### config.mk
export PLATFORM = sky130hd
export DESIGN_NAME = tape_record_checksum_deframer
export DESIGN_NICKNAME = d
export VERILOG_FILES = /design/src/rtl/trcd_pkg.sv /design/src/rtl/trcd_front.sv /design/src/rtl/trcd_queue.sv /design/src/rtl/trcd_back.sv /design/src/rtl/tape_record_checksum_deframer.sv
export SDC_FILE = /design/constraint.sdc
export NUM_CORES = 1
export LEC_CHECK = 0
export BUFFER_PORTS_ARGS = -buffer_cell sky130_fd_sc_hd__buf_2
export CAP_MARGIN = 25
export CORE_MARGIN = 1
export CORE_UTILIZATION = 35
export DETAILED_ROUTE_END_ITERATION = 8
export PLACE_DENSITY_LB_ADDON = 0.25
export SLEW_MARGIN = 20
export SYNTH_ARGS = -nofsm -noshare
export SYNTH_HDL_FRONTEND = slang
export SYNTH_SLANG_ARGS = --single-unit
### constraint.sdc
create_clock -name clk -period 24 [get_ports clk]
set_input_delay 0 -clock clk [delete_from_list [all_inputs] [get_ports clk]]
set_output_delay 0 -clock clk [all_outputs]
set_load 0.01 [all_outputs]
### src/rtl/trcd_pkg.sv
// Shared types, constants and helper functions for the tape record deframer.
// No dependencies; imported by every module of the block.
`default_nettype none

package trcd_pkg;

    localparam int WORD_W   = 36;
    localparam int HALF_W   = 18;
    localparam int FORMAT_W = 3;
    localparam int QDEPTH   = 2;
    localparam int QPTR_W   = 1;
    localparam int QCNT_W   = 2;

    // Header word positions inside a record
    localparam int HDR_SAVESET_POS = 2;
    localparam int HDR_FILE_POS    = 3;
    localparam int HDR_TYPE_POS    = 4;
    localparam int HDR_SEQ_POS     = 5;

    localparam logic [FORMAT_W-1:0] FORMAT_RESET   = 3'd4;
    localparam logic [FORMAT_W-1:0] FORMAT_EAC_MAX = 3'd4;

    typedef logic [WORD_W-1:0] word_t;
    typedef logic [HALF_W-1:0] half_t;

    typedef enum logic [1:0] {
        OP_WORD,
        OP_MARK,
        OP_END
    } op_t;

    typedef struct packed {
        op_t   op;
        word_t word;
    } cmd_t;

    typedef struct packed {
        logic record_open;
        logic out_full;
    } bk_status_t;

    typedef struct packed {
        word_t       record_sum;
        word_t       seal_word;
        logic [2:0]  type_code;
        logic        type_known;
        half_t       saveset_num;
        half_t       tape_num;
        half_t       file_num;
        half_t       page_num;
        word_t       record_seq;
        logic        complete;
    } result_t;

    // One checksum step: end-around-carry add, or rotate left by one then add
    function automatic word_t fold_word(input word_t acc, input word_t w, input logic rot);
        word_t             r;
        logic [WORD_W:0]   s;
        begin
            r = rot ? {acc[WORD_W-2:0], acc[WORD_W-1]} : acc;
            s = {1'b0, r} + {1'b0, w};
            if (!rot && s[WORD_W])
            begin
                s = {1'b0, s[WORD_W-1:0]} + {{WORD_W{1'b0}}, 1'b1};
            end
            fold_word = s[WORD_W-1:0];
        end
    endfunction

endpackage

`default_nettype wire

### src/rtl/trcd_front.sv
// Front end of the deframer: accepts tape words and classifies them into commands.
// Depends on trcd_pkg; feeds trcd_queue.
`default_nettype none

module trcd_front
    import trcd_pkg::*;
(
    input  wire logic  in_valid,
    output logic       in_ready,
    input  wire word_t tape_word,
    input  wire logic  record_start,
    input  wire logic  tape_end,
    input  wire logic  q_full,
    output logic       push,
    output cmd_t       push_cmd
);

    assign in_ready = !q_full;
    assign push     = in_valid && !q_full;

    // End of tape wins over a start mark
    always_comb
    begin
        push_cmd.word = tape_word;
        if (tape_end)
        begin
            push_cmd.op = OP_END;
        end
        else if (record_start)
        begin
            push_cmd.op = OP_MARK;
        end
        else
        begin
            push_cmd.op = OP_WORD;
        end
    end

endmodule

`default_nettype wire

### src/rtl/trcd_queue.sv
// Two-entry command queue between the front end and the record engine.
// Depends on trcd_pkg.
`default_nettype none

module trcd_queue
    import trcd_pkg::*;
(
    input  wire logic clk,
    input  wire logic rst_n,
    input  wire logic push,
    input  wire cmd_t push_cmd,
    output logic      q_full,
    output logic      q_valid,
    input  wire logic pop,
    output cmd_t      q_cmd
);

    cmd_t              entry_reg [QDEPTH];
    logic [QPTR_W-1:0] wr_ptr_reg;
    logic [QPTR_W-1:0] wr_ptr_next;
    logic [QPTR_W-1:0] rd_ptr_reg;
    logic [QPTR_W-1:0] rd_ptr_next;
    logic [QCNT_W-1:0] count_reg;
    logic [QCNT_W-1:0] count_next;

    assign q_full  = (count_reg == QCNT_W'(QDEPTH));
    assign q_valid = (count_reg != '0);
    assign q_cmd   = entry_reg[rd_ptr_reg];

    always_comb
    begin
        wr_ptr_next = push ? wr_ptr_reg + 1'b1 : wr_ptr_reg;
        rd_ptr_next = pop ? rd_ptr_reg + 1'b1 : rd_ptr_reg;
        case ({push, pop})
            2'b10:   count_next = count_reg + 1'b1;
            2'b01:   count_next = count_reg - 1'b1;
            default: count_next = count_reg;
        endcase
    end

    always_ff @(posedge clk or negedge rst_n)
    begin
        if (!rst_n)
        begin
            wr_ptr_reg <= '0;
            rd_ptr_reg <= '0;
            count_reg  <= '0;
        end
        else
        begin
            wr_ptr_reg <= wr_ptr_next;
            rd_ptr_reg <= rd_ptr_next;
            count_reg  <= count_next;
        end
    end

    always_ff @(posedge clk)
    begin
        if (push)
        begin
            entry_reg[wr_ptr_reg] <= push_cmd;
        end
    end

endmodule

`default_nettype wire

### src/rtl/trcd_back.sv
// Record engine: folds the checksum, captures header words, closes records
// and holds the result register. Depends on trcd_pkg.
`default_nettype none

module trcd_back
    import trcd_pkg::*;
#(
    parameter int RECORD_WORDS = 518
)
(
    input  wire logic clk,
    input  wire logic rst_n,
    input  wire logic rotate_mode,
    input  wire logic q_valid,
    input  wire cmd_t q_cmd,
    output logic      pop,
    output bk_status_t status,
    output logic      out_valid,
    input  wire logic out_ready,
    output result_t   result
);

    localparam int IDX_W = $clog2(RECORD_WORDS + 1);

    logic [IDX_W-1:0] index_reg;
    logic [IDX_W-1:0] index_next;
    logic [IDX_W-1:0] index_inc;
    logic             open_reg;
    logic             open_next;
    word_t            sum_reg;
    word_t            sum_next;
    word_t            hdr_st_reg;
    word_t            hdr_st_next;
    word_t            hdr_fp_reg;
    word_t            hdr_fp_next;
    word_t            hdr_type_reg;
    word_t            hdr_type_next;
    word_t            hdr_seq_reg;
    word_t            hdr_seq_next;
    logic             out_valid_reg;
    logic             out_valid_next;
    result_t          res_reg;
    result_t          res_next;
    logic             emit;
    logic             emit_full;
    word_t            src_sum;
    word_t            src_st;
    word_t            src_fp;
    word_t            src_type;
    word_t            src_seq;
    word_t            neg_type;

    assign pop       = q_valid && (!out_valid_reg || out_ready);
    assign index_inc = index_reg + 1'b1;

    // State update for one command
    always_comb
    begin
        index_next    = index_reg;
        open_next     = open_reg;
        sum_next      = sum_reg;
        hdr_st_next   = hdr_st_reg;
        hdr_fp_next   = hdr_fp_reg;
        hdr_type_next = hdr_type_reg;
        hdr_seq_next  = hdr_seq_reg;
        emit          = 1'b0;
        emit_full     = 1'b0;
        if (pop)
        begin
            case (q_cmd.op)
                OP_END:
                begin
                    emit       = open_reg;
                    open_next  = 1'b0;
                    index_next = '0;
                end
                OP_WORD, OP_MARK:
                begin
                    if (!open_reg || q_cmd.op == OP_MARK)
                    begin
                        // Close any open record short, then open a new one
                        emit          = open_reg;
                        open_next     = 1'b1;
                        index_next    = IDX_W'(1);
                        sum_next      = q_cmd.word;
                        hdr_st_next   = '0;
                        hdr_fp_next   = '0;
                        hdr_type_next = '0;
                        hdr_seq_next  = '0;
                    end
                    else
                    begin
                        sum_next = fold_word(sum_reg, q_cmd.word, rotate_mode);
                        if (index_reg == IDX_W'(HDR_SAVESET_POS))
                        begin
                            hdr_st_next = q_cmd.word;
                        end
                        if (index_reg == IDX_W'(HDR_FILE_POS))
                        begin
                            hdr_fp_next = q_cmd.word;
                        end
                        if (index_reg == IDX_W'(HDR_TYPE_POS))
                        begin
                            hdr_type_next = q_cmd.word;
                        end
                        if (index_reg == IDX_W'(HDR_SEQ_POS))
                        begin
                            hdr_seq_next = q_cmd.word;
                        end
                        if (index_inc == IDX_W'(RECORD_WORDS))
                        begin
                            emit       = 1'b1;
                            emit_full  = 1'b1;
                            open_next  = 1'b0;
                            index_next = '0;
                        end
                        else
                        begin
                            index_next = index_inc;
                        end
                    end
                end
                default:
                begin
                end
            endcase
        end
    end

    // Result assembly: a full record reports the updated state, a cut one the old
    always_comb
    begin
        src_sum  = emit_full ? sum_next      : sum_reg;
        src_st   = emit_full ? hdr_st_next   : hdr_st_reg;
        src_fp   = emit_full ? hdr_fp_next   : hdr_fp_reg;
        src_type = emit_full ? hdr_type_next : hdr_type_reg;
        src_seq  = emit_full ? hdr_seq_next  : hdr_seq_reg;
        neg_type = ~src_type + 1'b1;

        out_valid_next = out_valid_reg && !out_ready;
        res_next       = res_reg;
        if (emit)
        begin
            out_valid_next       = 1'b1;
            res_next.record_sum  = src_sum;
            res_next.seal_word   = ~src_sum;
            res_next.type_known  = (neg_type[WORD_W-1:3] == '0);
            res_next.type_code   = (neg_type[WORD_W-1:3] == '0) ? neg_type[2:0] : 3'd0;
            res_next.saveset_num = src_st[WORD_W-1:HALF_W];
            res_next.tape_num    = src_st[HALF_W-1:0];
            res_next.file_num    = src_fp[WORD_W-1:HALF_W];
            res_next.page_num    = src_fp[HALF_W-1:0];
            res_next.record_seq  = src_seq;
            res_next.complete    = emit_full;
        end
    end

    always_ff @(posedge clk or negedge rst_n)
    begin
        if (!rst_n)
        begin
            index_reg     <= '0;
            open_reg      <= 1'b0;
            sum_reg       <= '0;
            hdr_st_reg    <= '0;
            hdr_fp_reg    <= '0;
            hdr_type_reg  <= '0;
            hdr_seq_reg   <= '0;
            out_valid_reg <= 1'b0;
        end
        else
        begin
            index_reg     <= index_next;
            open_reg      <= open_next;
            sum_reg       <= sum_next;
            hdr_st_reg    <= hdr_st_next;
            hdr_fp_reg    <= hdr_fp_next;
            hdr_type_reg  <= hdr_type_next;
            hdr_seq_reg   <= hdr_seq_next;
            out_valid_reg <= out_valid_next;
        end
    end

    always_ff @(posedge clk)
    begin
        res_reg <= res_next;
    end

    assign out_valid          = out_valid_reg;
    assign result             = res_reg;
    assign status.record_open = open_reg;
    assign status.out_full    = out_valid_reg;

endmodule

`default_nettype wire

### src/rtl/tape_record_checksum_deframer.sv
// Top level of the tape record deframer with 36-bit record checksum.
// Depends on trcd_pkg, trcd_front, trcd_queue and trcd_back.
//
// Usage:
//   Input channel (in_valid/in_ready) carries one tape word per transaction with
//   its start mark and end-of-tape flag. Output channel (out_valid/out_ready)
//   carries one transaction per closed record: checksum, seal word, decoded
//   header fields and the complete flag. The configuration channel
//   (cfg_valid/cfg_ready/cfg_data) writes format_level; cfg_ready is always high.
//   Write it only while no record result is outstanding.
// Timing:
//   One word per cycle sustained while out_ready keeps up; the checksum fold (one
//   36-bit add with end-around carry, or rotate and add) in the record engine
//   sets that figure. out_valid is registered, behind the queue and the engine.
// Reset:
//   Clears the queue, closes any record, zeroes the checksum and header
//   registers and sets format_level to 4.
// Stalls:
//   While a result waits for out_ready the engine holds; the two-entry queue
//   absorbs further words and in_ready drops once it is full.
`default_nettype none

module tape_record_checksum_deframer
    import trcd_pkg::*;
#(
    parameter int RECORD_WORDS = 518
)
(
    input  wire logic                clk,
    input  wire logic                rst_n,
    input  wire logic                cfg_valid,
    output logic                     cfg_ready,
    input  wire logic [FORMAT_W-1:0] cfg_data,
    input  wire logic                in_valid,
    output logic                     in_ready,
    input  wire word_t               tape_word,
    input  wire logic                record_start,
    input  wire logic                tape_end,
    output logic                     out_valid,
    input  wire logic                out_ready,
    output word_t                    record_sum,
    output word_t                    seal_word,
    output logic [2:0]               type_code,
    output logic                     type_known,
    output half_t                    saveset_num,
    output half_t                    tape_num,
    output half_t                    file_num,
    output half_t                    page_num,
    output word_t                    record_seq,
    output logic                     complete
);

    logic [FORMAT_W-1:0] format_reg;
    logic [FORMAT_W-1:0] format_next;
    logic                push;
    cmd_t                push_cmd;
    logic                q_full;
    logic                q_valid;
    logic                pop;
    cmd_t                q_cmd;
    bk_status_t          bk_status;
    result_t             result;

    // Configuration: take every write at once
    assign cfg_ready   = 1'b1;
    assign format_next = cfg_valid ? cfg_data : format_reg;

    always_ff @(posedge clk or negedge rst_n)
    begin
        if (!rst_n)
        begin
            format_reg <= FORMAT_RESET;
        end
        else
        begin
            format_reg <= format_next;
        end
    end

    // Classify incoming words into commands
    trcd_front u_front (
        .in_valid     (in_valid),
        .in_ready     (in_ready),
        .tape_word    (tape_word),
        .record_start (record_start),
        .tape_end     (tape_end),
        .q_full       (q_full),
        .push         (push),
        .push_cmd     (push_cmd)
    );

    // Decouple the front end from the record engine
    trcd_queue u_queue (
        .clk      (clk),
        .rst_n    (rst_n),
        .push     (push),
        .push_cmd (push_cmd),
        .q_full   (q_full),
        .q_valid  (q_valid),
        .pop      (pop),
        .q_cmd    (q_cmd)
    );

    // Fold, capture headers and close records; rotate-add above format 4
    trcd_back #(
        .RECORD_WORDS (RECORD_WORDS)
    ) u_back (
        .clk         (clk),
        .rst_n       (rst_n),
        .rotate_mode (format_reg > FORMAT_EAC_MAX),
        .q_valid     (q_valid),
        .q_cmd       (q_cmd),
        .pop         (pop),
        .status      (bk_status),
        .out_valid   (out_valid),
        .out_ready   (out_ready),
        .result      (result)
    );

    assign record_sum  = result.record_sum;
    assign seal_word   = result.seal_word;
    assign type_code   = result.type_code;
    assign type_known  = result.type_known;
    assign saveset_num = result.saveset_num;
    assign tape_num    = result.tape_num;
    assign file_num    = result.file_num;
    assign page_num    = result.page_num;
    assign record_seq  = result.record_seq;
    assign complete    = result.complete;

`ifndef SYNTHESIS
    // End of tape always leaves no record open
    a_end_closes: assert property (@(posedge clk) disable iff (!rst_n)
        (pop && q_cmd.op == OP_END) |=> !bk_status.record_open)
        else $error("record still open after end of tape");

    // A new result only follows a command taken by the engine
    a_result_from_pop: assert property (@(posedge clk) disable iff (!rst_n)
        $rose(out_valid) |-> $past(pop))
        else $error("result raised without a command");

    // An unknown type always reports code zero
    a_unknown_type_zero: assert property (@(posedge clk) disable iff (!rst_n)
        (out_valid && !type_known) |-> (type_code == 3'd0))
        else $error("unknown type carries a nonzero code");
`endif

endmodule

`default_nettype wire

After elaboration in Yosys (flattened, before gate mapping)
Memories as Yosys holds them, arrays and structs flattened.
Cells that the tools add are included.

storage, ports and cells
  word-level logic and storage cells = 109
  bits in writable memories = 76
  flip-flop bits (word level) = 384
  memories kept = 1

memories
  memory             words  width  rd ports  clocked after Yosys merged registers in  write ports  line              text
  u_queue.entry_reg  2      38     1         0                                        1            trcd_queue.sv:18  cmd_t entry_reg [QDEPTH];

operators by class
  multiplexer cells = 45
  magnitude comparators = 1
  add/sub/neg operators = 8
  equal/unequal tests = 11
  reductions and logical operators = 19
  bitwise logic cells = 2

operators with widths
  cell                                                   number
  two-way mux 36 bit                                     26
  adder 36 x 1 -> 36 bit, second input constant          2
  NOT 36 bit                                             2
  adder 36 x 36 -> 37 bit                                1
  logical NOT 33 bit                                     1
  equality test 10 x 2 -> 1 bit, second input constant   2
  equality test 10 x 3 -> 1 bit, second input constant   2
  two-way mux 10 bit                                     2
  case mux 10 bit (2 select lines)                       1
  two-way mux 1 bit                                      12
  adder 10 x 1 -> 10 bit, second input constant          1
  equality test 10 bit, second input constant            1
  equality test 2 bit, second input constant             3
  nonzero test 2 bit                                     3
  logical NOT 1 bit                                      5
  equality test 2 x 1 -> 1 bit, second input constant    2
  logical AND 1 bit                                      4
  case mux 1 bit (2 select lines)                        2
  case mux 2 bit (2 select lines)                        1
  greater-than comparator 3 bit, second input constant   1
  inequality test 3 x 1 -> 1 bit, second input constant  1
  AND reduction 3 bit                                    1
  adder 1 bit, second input constant                     2
  adder 2 x 1 -> 2 bit, second input constant            1
  6 further kinds                                        7

Longest topological paths before layout
  depth in word-level cells = 10
  gate-level depth with buffers = 19
  gate-level depth less buffers = 16

Cells and area by module
A second synthesis with hierarchy kept.

second synthesis, totals
  cell total of the unflattened synthesis = 2074
  area total of the unflattened synthesis = 22225.1 sq um

by module, submodules not included
  module                         cells an instance  area an instance (sq um)  times used  sequential area each (sq um)
  trcd_back                      1891               18819.3                   1           10359.9
  trcd_queue                     134                2975.4                    1           2382.3
  trcd_front                     40                 301.5                     1           0.0
  tape_record_checksum_deframer  9                  128.9                     1           76.3

Worst setup path after synthesis
Ideal clock, no wire load.

  path kind = reg-to-reg
  from = reg u_back.index_reg[0]
  to = reg u_back.res_reg (netlist bit u_back.result[0]), enable pin
  clock period less this slack = 16169 ps
  path slack = 7831 ps
  cell stages (with the launch flop) = 11
  arrival = 15162 ps
  library setup time = 1007 ps
  path buffers = 0
  cells stage by stage = dfrtp_1 ha_1 and3_1 and3_1 nand3_1 nand2_1 nor2_1 a31oi_1 nor3_1 nor2_1 a211oi_1

between the ends
  cells in the longest elaborated chain, start to end = 6

RTL lines
  what                             line              text
  from (decl)                      trcd_back.sv:25   logic [IDX_W-1:0] index_reg;
  from (signal assigned)           trcd_back.sv:173  index_reg <= index_next;
  adder 10 x 1 -> 10 bit           trcd_back.sv:54   assign index_inc = index_reg + 1'b1;
  equality test 10 bit             trcd_back.sv:110  if (index_inc == IDX_W'(RECORD_WORDS))
  two-way mux 1 bit                trcd_back.sv:110
  two-way mux 1 bit                trcd_back.sv:79   if (!open_reg || q_cmd.op == OP_MARK)
  case mux 1 bit (2 select lines)  trcd_back.sv:70   case (q_cmd.op)
  two-way mux 1 bit                trcd_back.sv:68   if (pop)
  named net u_back.emit            trcd_back.sv:44   logic emit;
  to (signal assigned)             trcd_back.sv:186  res_reg <= res_next;
  to (decl)                        trcd_back.sv:42   result_t res_reg;

The timed path passes the listed nets, and every way through them passes these cells.
A chain may end at the register's enable or synchronous reset.

Worst setup path after layout
  from = reg u_queue.rd_ptr_reg
  to = reg u_back.res_reg (netlist bit u_back.result[171]) (data pin)

between the ends
  cells in the longest elaborated chain, start to end = 8
  elaborated cells between the ends (all ways) = 16
  those cells by class = add/sub: 2; eq/ne: 1; mux: 8; reduce/logical: 4; memory: 1

RTL lines
  what                                                                line                            text
  from (decl)                                                         trcd_queue.sv:21                logic [QPTR_W-1:0] rd_ptr_reg;
  from (signal assigned)                                              trcd_queue.sv:52                rd_ptr_reg <= rd_ptr_next;
  memory (2 x 38 bit) (*)                                             n/a
  adder 36 x 36 -> 37 bit                                             trcd_pkg.sv:61                  s = {1'b0, r} + {1'b0, w};
  adder 36 x 1 -> 36 bit / logical AND 1 bit (equally long branches)  trcd_pkg.sv:64, trcd_pkg.sv:62
  two-way mux 36 bit                                                  trcd_pkg.sv:62                  if (!rot && s[WORD_W])
  two-way mux 36 bit                                                  trcd_back.sv:79
  two-way mux 36 bit                                                  trcd_back.sv:70
  two-way mux 36 bit                                                  trcd_back.sv:68
  two-way mux 36 bit (*)                                              trcd_back.sv:133                src_sum = emit_full ? sum_next : sum_reg;
  named net u_back.src_sum[22]                                        trcd_back.sv:46                 word_t src_sum;

Mark *: on every way through the listed nets, which the timed path passes. The rest lies on a longest branch.

==> results.md <==
* Status: complete, no violations
* Fin Setup TNS at 0 ns
* CTS tree: yes
* GR Util All Layers at 20.0%
* Worst slew margin at 29.1%
* Number of synthesized flops with an enable pin at about 260
* Cts hold-fix bufs at 47
* Drt first pass iters at 7
* CTS root buf: clkbuf_16
* Peak VDD IR at ~0.000073 V
* Nets at 2211
* Ports at roughly 230
* Die area at 62700 um2
* Endpoint type of the worst setup path: flop
* Max reg flops at 185
* Detail Placement HPWL at ~45000 um
* Core area at 60700 um2
* Placed inst area at 23400 um2
* Count of final hold-check violations at 0
* Area grow syn2layout at 19.1%
* Data arrival, critical path at around 6.7 ns
* Synth Cell Area at between 20000 and 25000 um2
* Top cell by count, worst path: xnor2_1
* Clock skew at around 0.024 ns
* H-tree depth at 2
* Post-CTS Setup Bufs at 0
* Clock slew at reported path FFs at approximately 0.06 ns
* Placer Congestion at slightly below 1
* Final number of setup-violating endpoints at 0
* First-pass GRT wire length at 94800 um
* Synth top cells by count: edfxtp_1 (261), nor2_1 (236), dfrtp_1 (198)
* Post-synthesis sequential element count at 460
* Period minus WS final at 6.39 ns
* I/O Buffers at 232
* Post-synth top area cell: edfxtp_1
* Worst slew pin tran at approximately 1.0 ns
* Vias in the first global route at 15100
* Critical path type: reg -> reg
* Post-DR wirelength/cell at 21.5 um
* Most common cell in the netlist: edfxtp_1
* Die Wd at ~250 um
* Vias per Instance at between 5 and 6
* Max incr delay on CP at 0.72 ns
* Fin crit share at 26.6%
* Crit path cell chain: buf_4, mux2i_1, inv_1, ha_1, a21oi_2, o21a_1, o31ai_4, or2_2, xnor2_1, a2111oi_0, nand4bb_1, or2_1, or4_1, xnor2_1, mux2_2
* Fin area at 25700 um2
* Number of distinct library cells after synthesis at 85
* Worst-skew pair later-pin latency at 0.61 ns
* Share of cells above drive strength 1 at 20.9%
* FFs w/ async S/R, synth at a little over two fifths
* Clk sink count at 460
* Syn avg cell area at 11.1 um2
* DRT Wirelength at 63200 um
* CP required at 24.35 ns
* Starting Density at 35.6%
* Post-route non-filler standard cell count at 2945
* Slowest-stage cell, CP: dfrtp_2
* Total CTS buffers at a little over 50
* Placed insts at 2802
* Routed Antenna Nets at 0
* Mapped Cells at 1942
* Hold WC Path Type: in -> async
* Area contributors post-synth: edfxtp_1 (36%), dfrtp_1 (23%), a211oi_1 (5.3%), nor2_1 (4.1%), clkbuf_1 (3.3%)
* DIE HEIGHT at roughly 250 um
* Primary FF master, synth: edfxtp_1
* Largest net degree at the start of global routing at 87
* DRC at 0
* Total number of vias at 15300
* RSZ-0062 raised after global routing: false
* YS warnings at 0
* Gates resized, CTS repair at 0
* Seq/Total Area, Yosys at 59.4%
* Reg-to-reg startpoint: u_queue.rd_ptr_reg
* Initial antenna violation count at 3
* Startpoint Class: flop
* R2R Path End: u_back.result[171]
* Fmax at 0.156 GHz
* Pwr Density at 151 nW/um2
* Cells on worst reg2reg path at 15
* Slew Limit Fails at 0
* Max Root-Sink Buffers at 3
* P_leak at around 0.010 uW
* Total congestion overflow at 0
* Crit-path max FO at 24
* Top cell type's share of synthesized area at 36.3%
* Syn Nets at 2033
* Diodes inserted at 0
* Max-cap viol count at 0
* FP Rows at 90
* Layout Utilization at 42.4%
* Iter 0 DRT Violations at 879
* Worst reg-to-reg setup slack at 17.61 ns
-- per-stage QoR --
stage / power, uW / hold slack (ns) / setup WS (ns)
final: 3880 / 0.00604 / 17.61
after global routing: 4120 / 0.0949 / 17.29
after CTS: 3920 / 0.0597 / 17.64
after detailed placement: 3050 / 0.137 / 17.68
after global placement: 3030 / 0.129 / 17.79
after floorplan: 2460 / -0.296 / 7.83
-- cell usage in the layout, fill, tap and decap left out, types with 14 or more instances in the layout --
cell,instances
o21a_1,17
nor2_1,229
xnor2_1,42
nor3_1,24
mux2i_1,50
clkbuf_16,52
a211oi_1,152
dlygate4sd3_1,47
a21oi_1,78
ha_1,44
nand2_1,139
edfxtp_1,261
inv_1,82
nor4_1,14
mux2_2,47
o21ai_0,78
dfrtp_1,197
xor2_1,27
buf_2,231
buf_4,45
nand4_1,15
a21o_1,20
nand3_1,33
-- worst max path at each step --
stage                         from            endpoint  slack (ns)
2_1_floorplan  u_back.index_reg[0]    u_back.result[0]        7.83
3_3_place_gp    u_queue.rd_ptr_reg  u_back.result[171]       17.79
3_5_place_dp    u_queue.rd_ptr_reg  u_back.result[171]       17.68
4_1_cts         u_queue.rd_ptr_reg  u_back.result[171]       17.64
5_1_grt         u_queue.rd_ptr_reg  u_back.result[171]       17.29
6_report        u_queue.rd_ptr_reg  u_back.result[171]       17.61
-- report_power, final --
| group | internal, uW | total [uW] | switching [uW] |
|---|---|---|---|
| combinational | 620 | 1830 | 1210 |
| sequential | 1100 | 1210 | 107 |
| clock | 505 | 840 | 335 |
| total | 2220 | 3880 | 1650 |
-- cells by family after synthesis --
family,count (synthesis),synth area share (%)
xor+xnor,69,2.80
fa+ha+maj,45,2.64
flops,460,59.4
simple gates,545,11.4
other cells,1,0.0174
mux,97,4.77
compound gates,442,14.0
buf+inv,283,5.01
-- routing by layer --
metal / global-route usage (%) / part of all wire, %
met1: 26.4 / 44
met2: 32.6 / 48
met3: 2.95 / 4.3
met4: 8.48 / 4.0
met5: 0 / 0.060
-- area by class of cell --
class                   count  area (um2)
clock inverters            34         432
clock buffers              62        1400
fillers                  5676       35000
repair buffers            326        2010
inverters                  82         308
well taps                 782         978
multi-input cells        1199        7780
flip-flops and latches    460       12800
-- worst max-delay path: cells and delay by family, from the launching register on --
family          cells  cell delay (ns)
flops               1             0.72
xor+xnor            2             0.52
simple gates        4             1.64
compound gates      4             1.20
buf+inv             2             0.61
mux                 2             0.96
fa+ha+maj           1             0.41
(Power assumes the default switching activity.)
